### config.mk
export PLATFORM = sky130hd
export DESIGN_NAME = led_matrix_double_buffer_scan_unit
export DESIGN_NICKNAME = d
export VERILOG_FILES = /design/src/lmds_pkg.sv /design/src/led_matrix_double_buffer_scan_unit.sv
export SDC_FILE = /design/constraint.sdc
export NUM_CORES = 1
export LEC_CHECK = 0
export BUFFER_PORTS_ARGS = -buffer_cell sky130_fd_sc_hd__buf_4
export CAP_MARGIN = 15
export CORE_ASPECT_RATIO = 1.5
export CORE_MARGIN = 5
export CORE_UTILIZATION = 43
export DETAILED_ROUTE_END_ITERATION = 8
export PLACE_DENSITY = 0.7
export SETUP_SLACK_MARGIN = 0.2
export SYNTH_ARGS = -nofsm -noshare
export SYNTH_HDL_FRONTEND = slang
export SYNTH_SLANG_ARGS = --single-unit
### constraint.sdc
create_clock -name aclk -period 3.93 [get_ports aclk]
set_input_delay 0.786 -clock aclk [delete_from_list [all_inputs] [get_ports aclk]]
set_output_delay 0.786 -clock aclk [all_outputs]
set_load 0.03 [all_outputs]
### src/lmds_pkg.sv
// Package for the LED matrix double-buffer scan unit.
// Holds the request opcodes, the request record and the digit glyph table.
// No dependencies.
`timescale 1ns / 1ps

package lmds_pkg;

    localparam int ROW_W      = 8;
    localparam int IDX_W      = 3;
    localparam int OP_W       = 3;
    localparam int DIGIT_W    = 4;
    localparam int GLYPH_ROWS = 5;
    localparam int GLYPH_W    = 3;
    localparam logic [DIGIT_W-1:0] DIGIT_MAX = 4'd9;

    typedef enum logic [OP_W-1:0] {
        OP_SET_ROW    = 3'd0,
        OP_SET_BIT    = 3'd1,
        OP_CLEAR      = 3'd2,
        OP_DRAW_DIGIT = 3'd3,
        OP_SWAP       = 3'd4,
        OP_SCAN       = 3'd5
    } op_t;

    typedef struct packed {
        logic [OP_W-1:0]    op;
        logic [IDX_W-1:0]   row;
        logic [IDX_W-1:0]   column;
        logic [ROW_W-1:0]   row_bits;
        logic [DIGIT_W-1:0] digit;
    } req_t;

    typedef logic [GLYPH_W-1:0] glyph_t [GLYPH_ROWS];

    // glyph rows 0..4 for each digit; codes above nine carry a blank glyph
    localparam glyph_t GLYPH [16] = '{
        '{3'd7, 3'd5, 3'd5, 3'd5, 3'd7},
        '{3'd4, 3'd4, 3'd4, 3'd4, 3'd4},
        '{3'd7, 3'd1, 3'd7, 3'd4, 3'd7},
        '{3'd7, 3'd4, 3'd7, 3'd4, 3'd7},
        '{3'd4, 3'd4, 3'd7, 3'd5, 3'd5},
        '{3'd7, 3'd4, 3'd7, 3'd1, 3'd7},
        '{3'd7, 3'd5, 3'd7, 3'd1, 3'd7},
        '{3'd4, 3'd4, 3'd4, 3'd4, 3'd7},
        '{3'd7, 3'd5, 3'd7, 3'd5, 3'd7},
        '{3'd7, 3'd4, 3'd7, 3'd5, 3'd7},
        '{3'd0, 3'd0, 3'd0, 3'd0, 3'd0},
        '{3'd0, 3'd0, 3'd0, 3'd0, 3'd0},
        '{3'd0, 3'd0, 3'd0, 3'd0, 3'd0},
        '{3'd0, 3'd0, 3'd0, 3'd0, 3'd0},
        '{3'd0, 3'd0, 3'd0, 3'd0, 3'd0},
        '{3'd0, 3'd0, 3'd0, 3'd0, 3'd0}
    };

endpackage

### src/led_matrix_double_buffer_scan_unit.sv
// Top level of the LED matrix double-buffer scan unit.
// Two frame banks in flip-flops, edit logic and the scan word output register.
// Depends on lmds_pkg.
`timescale 1ns / 1ps

// One request is accepted every clock cycle unless intake is stopped. A request is
// held in the request register and is then executed by the per-row update logic
// of the frame banks; a scan tick places its word in the output register when it
// executes, so the word passes through the request register and then the output
// register. Intake stops only while a scan tick waits for a full output register
// that is not being taken. Both banks are flip-flops cleared by reset, so no
// clearing pass is needed. Rows at or above ROWS are not stored: edits to them
// are dropped and the scan counter wraps after row ROWS-1.
module led_matrix_double_buffer_scan_unit #(
    parameter int ROWS = 8
) (
    input  logic                            aclk,
    input  logic                            aresetn,
    input  logic                            s_valid,
    output logic                            s_ready,
    input  logic [lmds_pkg::OP_W-1:0]       s_op,
    input  logic [lmds_pkg::IDX_W-1:0]      s_row,
    input  logic [lmds_pkg::IDX_W-1:0]      s_column,
    input  logic [lmds_pkg::ROW_W-1:0]      s_row_bits,
    input  logic [lmds_pkg::DIGIT_W-1:0]    s_digit,
    output logic                            m_valid,
    input  logic                            m_ready,
    output logic [lmds_pkg::ROW_W-1:0]      m_row_select,
    output logic [lmds_pkg::ROW_W-1:0]      m_row_data
);
    import lmds_pkg::*;

    localparam logic [IDX_W-1:0] ROW_LAST    = IDX_W'(ROWS - 1);
    localparam int               GLYPH_LIMIT = (ROWS < GLYPH_ROWS) ? ROWS : GLYPH_ROWS;

    typedef logic [ROW_W-1:0] bank_t [ROWS];

    req_t             req_reg;
    logic             req_valid_reg;
    bank_t            frame_reg  [2];
    bank_t            frame_next [2];
    logic             disp_reg, disp_next;
    logic             edit_bank;
    logic [IDX_W-1:0] scan_reg, scan_next;
    logic             m_valid_reg;
    logic [ROW_W-1:0] row_select_reg, row_select_next;
    logic [ROW_W-1:0] row_data_reg, row_data_next;
    logic             out_free;
    logic             is_scan;
    logic             exec_fire;
    logic             load_out;
    logic [ROW_W-1:0] glyph_bits;

    assign edit_bank = ~disp_reg;
    assign out_free  = ~m_valid_reg | m_ready;
    assign is_scan   = (op_t'(req_reg.op) == OP_SCAN);
    assign exec_fire = req_valid_reg & (~is_scan | out_free);
    assign load_out  = exec_fire & is_scan;
    assign s_ready   = ~req_valid_reg | exec_fire;

    assign m_valid      = m_valid_reg;
    assign m_row_select = row_select_reg;
    assign m_row_data   = row_data_reg;

    always_comb begin
        frame_next      = frame_reg;
        disp_next       = disp_reg;
        scan_next       = scan_reg;
        row_select_next = row_select_reg;
        row_data_next   = row_data_reg;
        glyph_bits      = '0;
        if (exec_fire) begin
            case (op_t'(req_reg.op))
                OP_SET_ROW: begin
                    for (int r = 0; r < ROWS; r++) begin
                        if (req_reg.row == IDX_W'(r)) begin
                            frame_next[edit_bank][r] = req_reg.row_bits;
                        end
                    end
                end
                OP_SET_BIT: begin
                    for (int r = 0; r < ROWS; r++) begin
                        if (req_reg.row == IDX_W'(r)) begin
                            frame_next[edit_bank][r] = frame_reg[edit_bank][r]
                                | (ROW_W'(1) << req_reg.column);
                        end
                    end
                end
                OP_CLEAR: begin
                    for (int r = 0; r < ROWS; r++) begin
                        frame_next[edit_bank][r] = '0;
                    end
                end
                OP_DRAW_DIGIT: begin
                    if (req_reg.digit <= DIGIT_MAX) begin
                        for (int i = 0; i < GLYPH_LIMIT; i++) begin
                            glyph_bits = ROW_W'(GLYPH[req_reg.digit][i]) << req_reg.column;
                            frame_next[edit_bank][i] = frame_reg[edit_bank][i] | glyph_bits;
                        end
                    end
                end
                OP_SWAP: begin
                    disp_next = ~disp_reg;
                end
                OP_SCAN: begin
                    row_select_next = ROW_W'(1) << scan_reg;
                    row_data_next   = '0;
                    for (int r = 0; r < ROWS; r++) begin
                        if (scan_reg == IDX_W'(r)) begin
                            row_data_next = frame_reg[disp_reg][r];
                        end
                    end
                    scan_next = (scan_reg == ROW_LAST) ? '0 : scan_reg + 1'b1;
                end
                default: begin
                end
            endcase
        end
    end

    always_ff @(posedge aclk) begin
        if (!aresetn) begin
            req_valid_reg <= 1'b0;
            m_valid_reg   <= 1'b0;
            disp_reg      <= 1'b0;
            scan_reg      <= '0;
            for (int b = 0; b < 2; b++) begin
                for (int r = 0; r < ROWS; r++) begin
                    frame_reg[b][r] <= '0;
                end
            end
        end else begin
            if (s_ready) begin
                req_valid_reg <= s_valid;
            end
            if (load_out) begin
                m_valid_reg <= 1'b1;
            end else if (m_ready) begin
                m_valid_reg <= 1'b0;
            end
            disp_reg  <= disp_next;
            scan_reg  <= scan_next;
            frame_reg <= frame_next;
        end
    end

    always_ff @(posedge aclk) begin
        if (s_ready && s_valid) begin
            req_reg <= '{op: s_op, row: s_row, column: s_column,
                         row_bits: s_row_bits, digit: s_digit};
        end
        row_select_reg <= row_select_next;
        row_data_reg   <= row_data_next;
    end

    a_select_onehot: assert property (@(posedge aclk) disable iff (!aresetn)
        m_valid_reg |-> $onehot(row_select_reg))
        else $error("scan word row select is not one-hot");

    a_scan_loads_output: assert property (@(posedge aclk) disable iff (!aresetn)
        load_out |=> m_valid_reg && row_select_reg == (ROW_W'(1) << $past(scan_reg)))
        else $error("scan request did not load the output register");

    a_scan_in_range: assert property (@(posedge aclk) disable iff (!aresetn)
        scan_reg <= ROW_LAST)
        else $error("scan row counter beyond last row");

    a_swap_toggles: assert property (@(posedge aclk) disable iff (!aresetn)
        exec_fire && op_t'(req_reg.op) == OP_SWAP |=> disp_reg != $past(disp_reg))
        else $error("swap request did not exchange banks");

endmodule

Yosys cells after proc, flatten, opt, wreduce, memory -nomap -nowiden
Memories as Yosys holds them, arrays and structs flattened. Index checks and enable logic that the tools add are counted.

Bits in registers: 171. Latch bits: 0. Memory bits (writable): 0. ROM bits: 240. Output and inout port bits: 18. Logic and storage cells: 214. Memories kept: 1.

$add $sub $neg: 1. Multipliers: 0. Div/mod/pow operators: 0. $lt $le $gt $ge: 5. Equal/unequal tests: 20. Shifts and indexed selects: 7. Mux-type cells: 102. Bitwise gates (word level): 41. Reductions and logical operators: 10.

Memories: (name not given) (words 16, bits a word 15, rd ports 1, clocked after Yosys merged registers in 0, wr ports 0, RTL line led_matrix_double_buffer_scan_unit.sv:97) `glyph_bits = ROW_W'(GLYPH[req_reg.digit][i]) << req_reg.column;`.

Operators with widths (count): $mux 128 (45); $bwmux 128 (21); $and 128x128->128 (8); $not 128->128 (8); $demux 64 s1 (8); $pmux 128 s4 (1); $mux 64 (7); $or 8x8->8 (13); $mux 8 (9); $mux 56 (1); $mux 48 (1); $mux 40 (1); $shl 3x3->8 (5); $mux 32 (1); $eq 3x3->1 const B (10); $mux 15 (2); $mux 24 (1); $eq 3x2->1 const B (6); $mux 16 (1); $shl 1x3->8 const A (2); $eq 3x1->1 const B (3); $logic_not 3->1 (3); $ge 5x5->1 const B (1); $not 4->5 (1); other kinds (16) (27).

Logic depth before layout (Yosys ltp)
Word-level depth: 37. Depth in mapped cells: 9.

Worst setup path before layout
OpenSTA, ideal clock, no wires.

Kind: input -> register. Start: input port m_ready. End: register req_reg[0] (netlist name), enable pin. Setup time: 401 ps. Arrival time: 1943 ps. Data required time: 3529 ps. Slack: 1586 ps. Stages on the path: 3. Cells stage by stage: nand2b_1 > nor2_1 > nor2b_1.

Cells in the longest elaborated chain, start to end: 5.

Ends and longest elaborated chain: start: declaration (RTL line led_matrix_double_buffer_scan_unit.sv:27) `input logic m_ready,`; $or 1x1->1 (RTL line led_matrix_double_buffer_scan_unit.sv:55) `assign out_free = ~m_valid_reg | m_ready;`; $or 1x1->1 (RTL line led_matrix_double_buffer_scan_unit.sv:57) `assign exec_fire = req_valid_reg & (~is_scan | out_free);`; $and 1x1->1 (RTL line led_matrix_double_buffer_scan_unit.sv:57); $or 1x1->1 (RTL line led_matrix_double_buffer_scan_unit.sv:59) `assign s_ready = ~req_valid_reg | exec_fire;`; $logic_and 1x1->1 (RTL line led_matrix_double_buffer_scan_unit.sv:148) `if (s_ready && s_valid) begin`; end signal: assignment (RTL line led_matrix_double_buffer_scan_unit.sv:149) `req_reg <= '{op: s_op, row: s_row, column: s_column,`; end: declaration (RTL line led_matrix_double_buffer_scan_unit.sv:38) `req_t req_reg;`.

Every way passes these cells. A chain may end at the register's enable or synchronous reset.

Final worst setup path
Start: register req_reg[19] (netlist name). End: register frame_reg[23] (netlist name).

Cells in the longest elaborated chain, start to end: 5. Elaborated cells between the ends (all ways): 12.

Ends and longest elaborated chain: $eq 3x3->1 (RTL line led_matrix_double_buffer_scan_unit.sv:56) `assign is_scan = (op_t'(req_reg.op) == OP_SCAN);`; $not 1->1 (RTL line led_matrix_double_buffer_scan_unit.sv:57); $or 1x1->1 (RTL line led_matrix_double_buffer_scan_unit.sv:57); $and 1x1->1 (RTL line led_matrix_double_buffer_scan_unit.sv:57); $reduce_and 3->1 (no source line); end signal: assignment (RTL line led_matrix_double_buffer_scan_unit.sv:143) `frame_reg <= frame_next;`; end: declaration (RTL line led_matrix_double_buffer_scan_unit.sv:40) `bank_t frame_reg [2];`.

Several ways; a longest one is shown, not always the timed one.

==> out/metrics.csv <==
stage,metric,value,unit
synth,post-synthesis simple-gate area fraction,0.1640,
placed_design,HPWL after detailed placement,26430,microns
floorplan,core area,21150,sq um
clock_network,CTS H-tree lvls,4,
synth,fraction of registers with async set/reset,0,
final_layout,layout cells sized above 1,0.1559,
drt,DRC viols,0,
placed_design,Port Buffers,42,
timing,Fmax,312.1,MHz
timing,Final Cycle Share,0.8154,
clock_network,post-CTS sizing,0,
timing,setup_tns,0,ps
final_layout,antenna cells,0,
clock_network,CTS tree,done,
global_routing,vias in the first global route,8414,
synth,largest cells by area after synthesis,"dfxtp_1 29%, edfxtp_1 12%, mux2i_1 4.9%",
global_routing,grt total ovfl,0,
timing,Max Slew Vio Count,0,
synth,cell count after synthesis,983,
timing,RSZ-0062 raised after global routing,no,
synth,largest family of logic cells by synthesized area,compound AO/OA/AOI/OAI gates,
worst_setup_path,Critical Path Source Type,register,
final_layout,nets,1030,
placed_design,RePlAce Congestion,1.082,
drt,Routed Antenna Nets,0,
synth,Ys Warns,0,
synth,count of cell types in the netlist,92,
floorplan,Die Height,189.8,microns
worst_setup_path,worst endpoint required time,4260,ps
drt,vias per cell,6.763,
synth,Synth Area in XOR/XNOR,0.0009448,
floorplan,Rows,65,
worst_setup_path,CP Capture Type,register,
synth,"Primary FF master, synth",dfxtp_1,
timing,fin worst setup slack,725.5,ps
synth,synthesized area per cell,9.430,sq um
worst_setup_path,WS Path Type,register to register,
timing,slew of the pin with the lowest slew margin,1119,ps
clock_network,Clock Path Buffers,2,
job,max-cap violation count,0,
final_layout,max reg flops,128,
timing,Clock Skews,10.98,ps
pwr,Leakage,3.494,nW
placed_design,placed standard-cell area,9692,sq um
synth,syn nets,1019,
floorplan,Die Wd,129.9,microns
drt,drt pass-1 iters,6,
synth,Synth top area share,0.2894,
status,run status,completed,
pwr,pwr dens,381.0,nW/um^2
synth,Synth Area in Adders,0.01485,
clock_network,cts bufs inserted,17,
global_routing,first-pass GRT wire length,52990,microns
floorplan,die area,24660,sq um
timing,slew margin rel.,0.2502,
drt,average wire per standard cell,27.68,microns
synth,register area share after synthesis,0.4092,
worst_setup_path,"critical path fanouts, max",33,
synth,mux cell area share after synthesis,0.07531,
synth,#FFs+latches synth,171,
drt,DR iter-0 viols,1056,
drt,DR vias,8623,
floorplan,Top Ports,43,
clock_network,clk root buf,clkbuf_16,
clock_network,Sinks on Clock Net,171,
clock_network,"Setup Fix Bufs, Post-CTS",0,
synth,number of flops mapped to enable cells by yosys,37,
pwr,peak supply drop,314.9,uV
timing,minimum clock period,3205,ps
clock_network,Hold Buf Count CTS,0,
synth,Yosys top cell by area,dfxtp_1,
synth,mapped cell area,9270,sq um
global_routing,largest net degree at the start of global routing,66,
drt,drt total wl,35300,microns
worst_setup_path,"Arr. time, crit path",3530,ps
worst_hold_path,Hold Crit Class,register to register,
clock_network,Worst-Skew Late Latency,450,ps
global_routing,initial antenna violation count,0,
timing,Final setup viols,0,
final_layout,"Design Area, Final",10280,sq um
global_routing,total track usage,0.2893,
placed_design,Setup WS pre-CTS,602.9,ps
final_layout,Area Growth Syn to Fin,10.92,%
synth,Synth Area in Compound Gates,0.2882,
floorplan,Initial Utilization,0.4384,
timing,"Hold Vio Cnt, Final",0,
clock_network,Worst-path clk slew,70,ps
[stage by stage]
| step | total power [W] | hold slack, ps | cells | util |
|---|---|---|---|---|
| 6_report | 0.003918 | 450.8 | 1275 | 0.4863 |
| 5_1_grt | 0.004030 | 470.1 | 1275 | 0.4863 |
| 4_1_cts | 0.003914 | 453.3 | 1274 | 0.4860 |
| 3_5_place_dp | 0.002262 | 441.2 | 1242 | 0.4583 |
| 3_3_place_gp | 0.002262 | 432.6 | 1242 | 0.4583 |
| 2_1_floorplan | 0.002122 | 419.6 | 983 | - |
[area by class of cell]
type                            count  area [sq um]
Fill cell                        2058         10860
Sequential cell                   171          3797
Clock buffer                       18         439.2
Timing Repair Buffer               59         440.4
Multi-Input combinational cell    723          5041
Tap cell                          268         335.3
Clock inverter                     14         146.4
Inverter                           22         82.58
[worst paths after layout]
path,to,depth (start not counted),startpoint,slack (ps)
setup / recovery,frame_reg[23],5,req_reg[19],730
hold / removal,frame_reg[33],2,frame_reg[33],450
setup reg to reg,frame_reg[23],5,req_reg[19],730
hold reg to reg,frame_reg[33],2,frame_reg[33],450
[kinds of logic after synthesis]
logic type / count (synthesis)
AOI/OAI and AO/OA: 354
adders and majority gates: 11
DFF: 171
and+or+nand+nor: 290
xor gates and xnor gates: 1
muxes: 67
buffers and inverters: 89
[cells in the mapped netlist (12+ instances only)]
| library cell | n |
|---|---|
| o21ai_1 | 25 |
| o22ai_1 | 19 |
| nand3_1 | 14 |
| a22o_1 | 50 |
| buf_2 | 28 |
| inv_1 | 18 |
| mux2_2 | 22 |
| clkbuf_1 | 22 |
| nor2_1 | 79 |
| dfxtp_1 | 134 |
| nor2b_1 | 14 |
| nand2b_1 | 13 |
| nor3_1 | 15 |
| a22oi_1 | 24 |
| and2_1 | 12 |
| edfxtp_1 | 37 |
| a32oi_1 | 17 |
| o21ai_0 | 40 |
| mux2i_1 | 45 |
| a21oi_1 | 49 |
| nand2_1 | 84 |
| a221o_1 | 16 |
[placed cells by master, fill, tap and decap left out, types with 6 or more instances in the layout]
cell type and count:
o221a_2 6, a31oi_1 8, o21ai_1 25, a221oi_1 6, mux2_2 22, a32oi_1 17
o31ai_1 6, dfxtp_1 133, a21oi_1 49, a221o_1 16, nand2_1 84, mux2i_1 45
o221ai_1 11, edfxtp_1 37, o22ai_1 19, o32ai_1 6, clkbuf_16 17, inv_1 18
o21ai_0 40, nor3_1 15, nor2_1 79, buf_4 58, a2111oi_0 6, nand2b_1 13
and2_1 12, nor2b_1 12, a22o_1 50, a22oi_1 24, ha_1 11, nand3_1 14
[worst max-delay path, stage by stage, from the launching register on]
cell	delay (ps)
edfxtp_1	860
o21bai_4	420
a22oi_1	930
nor2_1	280
nand2_1	270
a2bb2o_1	310
[report_power, final]
part	internal (W)	switching, W
combinational	0.000116	0.000266
sequential	0.00181	0.0000507
clock	0.000865	0.000809
total	0.00279	0.00113
[metal layers]
| metal | track usage | up-vias | routed length (microns) |
|---|---|---|---|
| met5 | 0 | - | 0 |
| met4 | 0.2464 | 0 | 3801 |
| met3 | 0.06180 | 197 | 2707 |
| met2 | 0.4666 | 539 | 16600 |
| met1 | 0.3180 | 4082 | 12190 |
| li1 | - | 3805 | - |
Note: power is estimated with default switching activity, not from simulation.
